**config.mk**
```make
export PLATFORM = sky130hd
export DESIGN_NAME = ogn_ctrl
export DESIGN_NICKNAME = d
export VERILOG_FILES = /design/src/rtl/ogn_pkg.sv /design/src/rtl/ogn_ctrl.sv
export SDC_FILE = /design/constraint.sdc
export NUM_CORES = 1
export LEC_CHECK = 0
export ABC_AREA = 0
export BUFFER_PORTS_ARGS = -buffer_cell sky130_fd_sc_hd__buf_2
export CELL_PAD_IN_SITES_DETAIL_PLACEMENT = 2
export CELL_PAD_IN_SITES_GLOBAL_PLACEMENT = 2
export CORE_MARGIN = 1
export CORE_UTILIZATION = 27
export CTS_CLUSTER_SIZE = 24
export DETAILED_ROUTE_END_ITERATION = 6
export GPL_TIMING_DRIVEN = 0
export PLACE_DENSITY = 0.81
export SYNTH_ARGS = -nofsm -noshare
export SYNTH_HDL_FRONTEND = slang
export SYNTH_SLANG_ARGS = --single-unit
```
**constraint.sdc**
```tcl
create_clock -name clk_i -period 2.1 [get_ports clk_i]
set_input_delay 0.42 -clock clk_i [delete_from_list [all_inputs] [get_ports clk_i]]
set_output_delay 0.42 -clock clk_i [all_outputs]
set_load 0.05 [all_outputs]
```
**src/rtl/ogn_pkg.sv**
```systemverilog
// shared constants, codes and sine table builder for the octave gradient noise block
package ogn_pkg;

  localparam int unsigned MaxOctaves = 8;
  localparam int unsigned FracBits   = 16;
  localparam int unsigned AngleBits  = 10;

  localparam int unsigned CoordW  = 32;
  localparam int unsigned NoiseW  = 16;
  localparam int unsigned SeedW   = 32;
  localparam int unsigned OctW    = 4;
  localparam int unsigned CfgIdxW = 2;
  localparam int unsigned CfgW    = 32;

  // width of corner dot products and per-octave noise in q16
  localparam int unsigned DotW = 20;

  // pipeline depth: stages 0..11 inside each lane, then sum and output
  localparam int unsigned LaneStages = 12;
  localparam int unsigned Stages     = 14;

  localparam int QOne = 65536;

  typedef enum logic [CfgIdxW-1:0] {
    CFG_SEED = 2'd0,
    CFG_OCT  = 2'd1
  } cfg_idx_e;

  localparam logic [63:0] TwoPiQ30 = 64'd6746518852;

  // quarter wave sine in q14, taylor series in q30, used only on constants
  function automatic logic [14:0] quarter_sin(input int unsigned k, input int unsigned ab);
    logic [63:0]        x;
    logic [63:0]        x2;
    logic [63:0]        term;
    logic signed [63:0] sum;
    logic [63:0]        r;
    x    = (64'(k) * TwoPiQ30) >> ab;
    x2   = (x * x) >> 30;
    term = x;
    sum  = $signed(x);
    term = ((term * x2) >> 30) / 64'd6;
    sum  = sum - $signed(term);
    term = ((term * x2) >> 30) / 64'd20;
    sum  = sum + $signed(term);
    term = ((term * x2) >> 30) / 64'd42;
    sum  = sum - $signed(term);
    term = ((term * x2) >> 30) / 64'd72;
    sum  = sum + $signed(term);
    term = ((term * x2) >> 30) / 64'd110;
    sum  = sum - $signed(term);
    term = ((term * x2) >> 30) / 64'd156;
    sum  = sum + $signed(term);
    if (sum < 0) begin
      sum = 0;
    end
    r = (64'(sum) + 64'd32768) >> 16;
    if (r > 64'd16384) begin
      r = 64'd16384;
    end
    return r[14:0];
  endfunction

endpackage

```
**src/rtl/ogn_ctrl.sv**
```systemverilog
// valid bits and per-stage load enables of the noise pipeline
module ogn_ctrl #(
  parameter int unsigned STAGES = ogn_pkg::Stages
) (
  input  logic              clk_i,
  input  logic              rst_ni,
  input  logic              in_valid_i,
  input  logic              out_ready_i,
  output logic [STAGES-1:0] en_o,
  output logic [STAGES-1:0] vld_o
);

  logic [STAGES-1:0] vld_q;
  logic [STAGES-1:0] vld_d;
  logic [STAGES-1:0] en;

  // a stage loads when it is empty or its successor loads
  always_comb begin
    en[STAGES-1] = ~vld_q[STAGES-1] | out_ready_i;
    for (int k = STAGES - 2; k >= 0; k--) begin
      en[k] = ~vld_q[k] | en[k+1];
    end
  end

  assign vld_d = (en & {vld_q[STAGES-2:0], in_valid_i}) | (~en & vld_q);

  always_ff @(posedge clk_i or negedge rst_ni) begin
    if (!rst_ni) begin
      vld_q <= '0;
    end else begin
      vld_q <= vld_d;
    end
  end

  assign en_o  = en;
  assign vld_o = vld_q;

`ifndef SYNTHESIS
  a_fill: assert property (@(posedge clk_i) disable iff (!rst_ni)
    (in_valid_i && en[0]) && !(vld_q[STAGES-1] && out_ready_i)
    |=> $countones(vld_q) == $past($countones(vld_q)) + 1)
    else $error("item count did not rise on accept");
  a_drain: assert property (@(posedge clk_i) disable iff (!rst_ni)
    !(in_valid_i && en[0]) && (vld_q[STAGES-1] && out_ready_i)
    |=> $countones(vld_q) == $past($countones(vld_q)) - 1)
    else $error("item count did not fall on delivery");
  a_keep: assert property (@(posedge clk_i) disable iff (!rst_ni)
    (in_valid_i && en[0]) == (vld_q[STAGES-1] && out_ready_i)
    |=> $countones(vld_q) == $past($countones(vld_q)))
    else $error("item lost or duplicated in pipeline");
`endif

endmodule

```
==> run metrics, run 1 <==
outcome=completed; Unique masters post-synth=25; residual antenna-violating net count after detailed routing=0; count of final max-slew check failures=0; Final Core Density=39.5%; count of input and output buffers=31; Worst Path Max Fanout=9; Setup Fix Bufs, Post-CTS=0; DR iter-0 viols=1; Die Span Y=51.4 µm; total number of placement rows=17; wire length of the first global-routing pass=3040 µm; portion of total power attributed to sequential cells=36.1%; Fin Setup TNS=0 ns; unrepaired setup endpoints after global routing=false; largest net degree at the start of global routing=15; multiplexer share of the synthesized area=0%; sequential-to-total area share from yosys stat=53.1%; power share of the clock group=19.7%; layout cell share with drive strength beyond 1=50.5%; combinational family with the most area after synthesis=simple AND/OR/NAND/NOR gates; flip-flop and latch count after synthesis=14; final critical path time including I/O delays and setup=2.00 ns; combinational share of power=44.2%; routability congestion estimate from global placement=0.712; sinks on the clock net=14; clock-pin transition on the worst setup and hold timing paths=0.09 ns; Sw Pwr=0.474 mW; source-to-sink clock delay at the later pin of the worst-skew pair=0.28 ns; switching portion of total power=48.3%; Worst EP arrival=1.58 ns; share of the synthesized area in compound gates (AO/OA/AOI/OAI)=9.49%; area leader, netlist=dfrtp_1; endpoint type of the worst setup path=primary output; Post-Synthesis Cells=58; simple-gate portion of the synthesized area=32.6%; VDD IR-drop max=0.450 mV; area share of the largest cell type after synthesis=53.1%; WL final=1810 µm; endpoints failing hold=0; die area=2640 µm²; P&R area growth vs syn=34.9%; startpoint class of the critical path=register; most frequent cells in the layout=31 x buf_2, 13 x dfrtp_1, 6 x nand3_1; number of nets in the finished design=98; mean instance size in the synthesized netlist=11.4 µm²; detailed-route DRC error count=0; average wire length per cell after detail routing=14.9 µm; data required time of the worst path=1.68 ns; diodes inserted=0; via count of the first global-routing pass=628; fraction of synthesized cell area in xor and xnor cells=0%; period utilization=95.0%; aggregate global routing overflow=0; leakage power summed over all cells=0.408 nW; chip width=51.4 µm; max_cap viols=0; detailed-route vias per instance=4.79; Power Density=1100 nW/µm²; cell area after synthesis=659 µm²; cell types occupying the most area after synthesis=dfrtp_1 53%, nand2b_1 4.7%, nand3_1 4.6%; Inserted Clock Buffers=3; syn_nets=62; via total after detailed routing=580; antenna violations before repair=0; Register-to-Register Path Depth=4; HPWL reported at the end of detailed placement=1380 µm; number of levels in the clock H-tree=1; overall fraction of global-route tracks in use=16.0%; initial cell density of the core=29.2%; clock tree root buffer cell=clkbuf_4; post-synthesis adder-cell area fraction=0%; final setup violation count=0; buffers from clock root to sink, at most=2; Worst Max-Slew Pin Slew=0.316 ns; Rel. slew slack=78.9%; yosys warns=0; CTS tree=done; area inside the core boundary=2250 µm²; count of boundary I/O pins=32; iteration count of the initial detailed-routing pass=4; Tightest Hold Check Type=in2async; design internal power=0.508 mW; critical setup path kind=reg2out; highest attainable clock frequency=0.501 GHz; most common cell after layout, fill and taps aside=buf_2; setup clock skew after layout=0.00100 ns
routing by layer:
metal,up-vias,track usage (%),part of all wire [%]
li1,277,-,-
met1,285,20.5,43
met2,16,27.1,52
met3,2,3.57,4.3
met4,0,4.05,0.61
met5,-,0,0
timing repair:
| action | in CTS | in global routing |
|---|---|---|
| hold buffers | 0 | 0 |
| hold endpoints to repair | 0 | 0 |
| setup endpoints to repair | 0 | 1 |
| gates resized for setup | 0 | 1 |
cell families after synthesis:
family | after synthesis
simple gates | 31
compound gates | 7
flops | 14
buf+inv | 6
area by class of cell:
cell class | count | area, µm²
plain buffers | 2 | 16.3
clock buffers | 4 | 36.3
fillers | 264 | 1370
inverters | 4 | 15.0
multi-input cells | 38 | 278
flip-flops and latches | 14 | 352
well taps | 28 | 35.0
repair buffers | 31 | 158
worst max-delay path: stages, from the launching register on:
cell and delay [ns]:
dfrtp_1 0.44, and2_1 0.18, buf_2 0.17, and3_1 0.19
nand3_1 0.09, clkbuf_4 0.23
worst paths after layout:
kind / startpoint / to / slack, ns
min in group clk_i: in_valid_i / register / 0.33
worst max-delay path: register / en_o[1] / 0.10
worst min-delay path: rst_ni / async pin / 0.02
worst max register to register: register / register / 0.87
worst min register to register: register / register / 0.50
max in group asynchronous: rst_ni / async pin / 1.82
Yosys cell counts, drive strengths merged:
library cell and instances:
a21o 2, a31o 3, a41o 2, and2 2, and3 2, and3b 1, buf 2, dfrtp 14
inv 4, nand2 4, nand2b 5, nand3 6, nand4 3, nand4b 1, nor2 2, nor3 2
or2 3
metrics by stage:
step | cell area [µm²] | power [mW] | setup slack, ns | hold WS (ns) | cells
final | 890 | 0.982 | 0.105 | 0.0213 | 121
after global routing | 890 | 1.03 | 0.00233 | 0.0343 | 121
after CTS | 887 | 0.993 | 0.0490 | 0.0245 | 121
after detailed placement | 851 | 0.798 | 0.291 | 0.331 | 117
after global placement | 851 | 0.785 | 0.315 | 0.336 | 117
after floorplan | 661 | 0.688 | 0.0317 | 0.124 | 58
power groups by stage:
stage	clock network, mW	logic (mW)	registers, mW
2_1_floorplan	0	0.212	0.476
3_3_place_gp	0	0.428	0.357
3_5_place_dp	0	0.437	0.360
4_1_cts	0.199	0.439	0.355
5_1_grt	0.206	0.459	0.362
6_report	0.193	0.434	0.355
Note: power is estimated with default switching activity, not from simulation.
==> run 2: changes to the inputs <==
--- a/config.mk
+++ b/config.mk
@@ -6,7 +6,7 @@
 export NUM_CORES = 1
 export LEC_CHECK = 0
 export ABC_AREA = 0
-export BUFFER_PORTS_ARGS = -buffer_cell sky130_fd_sc_hd__buf_2
+export BUFFER_PORTS_ARGS = -buffer_cell sky130_fd_sc_hd__buf_4
 export CELL_PAD_IN_SITES_DETAIL_PLACEMENT = 2
 export CELL_PAD_IN_SITES_GLOBAL_PLACEMENT = 2
 export CORE_MARGIN = 1
==> run metrics, run 2 (synthesis gave the netlist of run 1 again) <==
outcome=completed; highest attainable clock frequency=0.503 GHz; aggregate global routing overflow=0; wire length of the first global-routing pass=3300 µm; placed instance area=928 µm²; longest individual stage delay on the worst path=0.44 ns; most common cell after layout, fill and taps aside=buf_4; P&R area growth vs syn=50.1%; Power Density=1060 nW/µm²; Setup WS post-layout=0.113 ns; via total after detailed routing=612; routability congestion estimate from global placement=0.701; sinks on the clock net=14; CP bufs+invs=2; # resized after CTS=0; largest net degree at the start of global routing=15; Worst Max-Slew Pin Slew=0.243 ns; worst slack after detailed placement=0.294 ns; period utilization=94.6%; detailed-route DRC error count=0; endpoints failing hold=0; CTS tree=done; most frequent cells in the layout=33 x buf_4, 13 x dfrtp_1, 6 x nand3_1; HPWL reported at the end of detailed placement=1440 µm; average wire length per cell after detail routing=16.3 µm; Worst Path Max Fanout=9; via count of the first global-routing pass=673; DR iter-0 viols=1; setup clock skew after layout=0.00532 ns; final setup violation count=0; diodes inserted=0; unrepaired setup endpoints after global routing=false; count of input and output buffers=31; leakage power summed over all cells=0.462 nW; cell chain of the critical path=and2_1, buf_2, and3_1, nand3_1, buf_4; Inserted Clock Buffers=3; overall fraction of global-route tracks in use=17.8%; startpoint class of the critical path=register; Rel. slew slack=83.7%; endpoint type of the worst setup path=primary output; post-route cell area=990 µm²; detailed-route vias per instance=4.94; critical setup path kind=reg2out; Tightest Hold Check Type=in2reg; data required time of the worst path=1.68 ns; initial cell density of the core=29.2%; chip width=51.4 µm; source-to-sink clock delay at the later pin of the worst-skew pair=0.29 ns; Fin Setup TNS=0 ns; number of nets in the finished design=101; Die Span Y=51.4 µm; count of final max-slew check failures=0; count of boundary I/O pins=32; total number of placement rows=17; clock tree root buffer cell=clkbuf_4; cell with the biggest individual delay on the critical path=dfrtp_1; antenna violations before repair=0; VDD IR-drop max=0.547 mV; number of placed cells counting well taps=117; Final Core Density=43.9%; number of levels in the clock H-tree=1; non-filler cells in the finished layout=124; area inside the core boundary=2250 µm²; WL final=2020 µm; layout cell share with drive strength beyond 1=51.0%; buffers from clock root to sink, at most=2; final critical path time including I/O delays and setup=1.99 ns; iteration count of the initial detailed-routing pass=4; die area=2640 µm²; Worst EP arrival=1.57 ns; residual antenna-violating net count after detailed routing=0; kind of cell with the highest combined delay on the critical path=simple AND/OR/NAND/NOR gates; clock-pin transition on the worst setup and hold timing paths=0.08 ns; max_cap viols=0
==> run 2: cell types whose count changed in the layout (fill, tap and decap cells not counted) <==
cell,change
buf_2,-30
buf_4,+33
clkbuf_4,-1
dlygate4sd3_1,+1
==> run 2: worst register-to-register path, stage by stage (launching register included) <==
cell and delay, ns:
dfrtp_1 0.45, and3_4 0.21, and2_4 0.15, buf_6 0.12, a41o_1 0.22
==> run 2: area by class of cell <==
type	count	area (µm²)
fill	263	1260
sequential	14	352
multi-input combinational	38	278
timing repair buffer	34	258
clock buffer	4	36.3
tap	28	35.0
buffer	2	16.3
inverter	4	15.0
==> run 2: routing by layer <==
| layer | share of wire, % | vias up | global-route usage [%] |
|---|---|---|---|
| li1 | - | 280 | - |
| met3 | 2.7 | 5 | 2.68 |
| met1 | 42 | 312 | 21.1 |
| met5 | 0 | - | 0 |
| met2 | 53 | 15 | 30.5 |
| met4 | 2.4 | 0 | 9.46 |
==> run 2: worst paths after layout <==
path | to | depth (start not counted) | slack (ns) | from
hold / removal | register | 2 | 0.32 | in_valid_i
setup reg to reg | register | 4 | 0.85 | register
hold reg to reg | register | 1 | 0.51 | register
max in group asynchronous | async pin | 2 | 1.39 | rst_ni
min in group asynchronous | async pin | 2 | 0.52 | rst_ni
setup / recovery | en_o[1] | 5 | 0.11 | register
==> run 2: per-stage QoR <==
stage | hold WS, ns | power, mW
2_1_floorplan | 0.124 | 0.688
3_3_place_gp | 0.281 | 0.828
3_5_place_dp | 0.280 | 0.842
4_1_cts | 0.313 | 1.05
5_1_grt | 0.302 | 1.10
6_report | 0.318 | 1.05
==> run 2: timing repair <==
item | 4_1_cts | 5_1_grt
buffers inserted | 0 | 2
endpoints found under the hold margin | 14 | 0
hold buffers | 1 | 0
setup endpoints to repair | 0 | 1
==> run 2: report_power, final <==
| group | internal (mW) | leakage [nW] | switching, mW |
|---|---|---|---|
| clock network | 0.106 | 0.0210 | 0.0947 |
| logic | 0.146 | 0.288 | 0.340 |
| registers | 0.305 | 0.153 | 0.0541 |
| total | 0.556 | 0.462 | 0.489 |
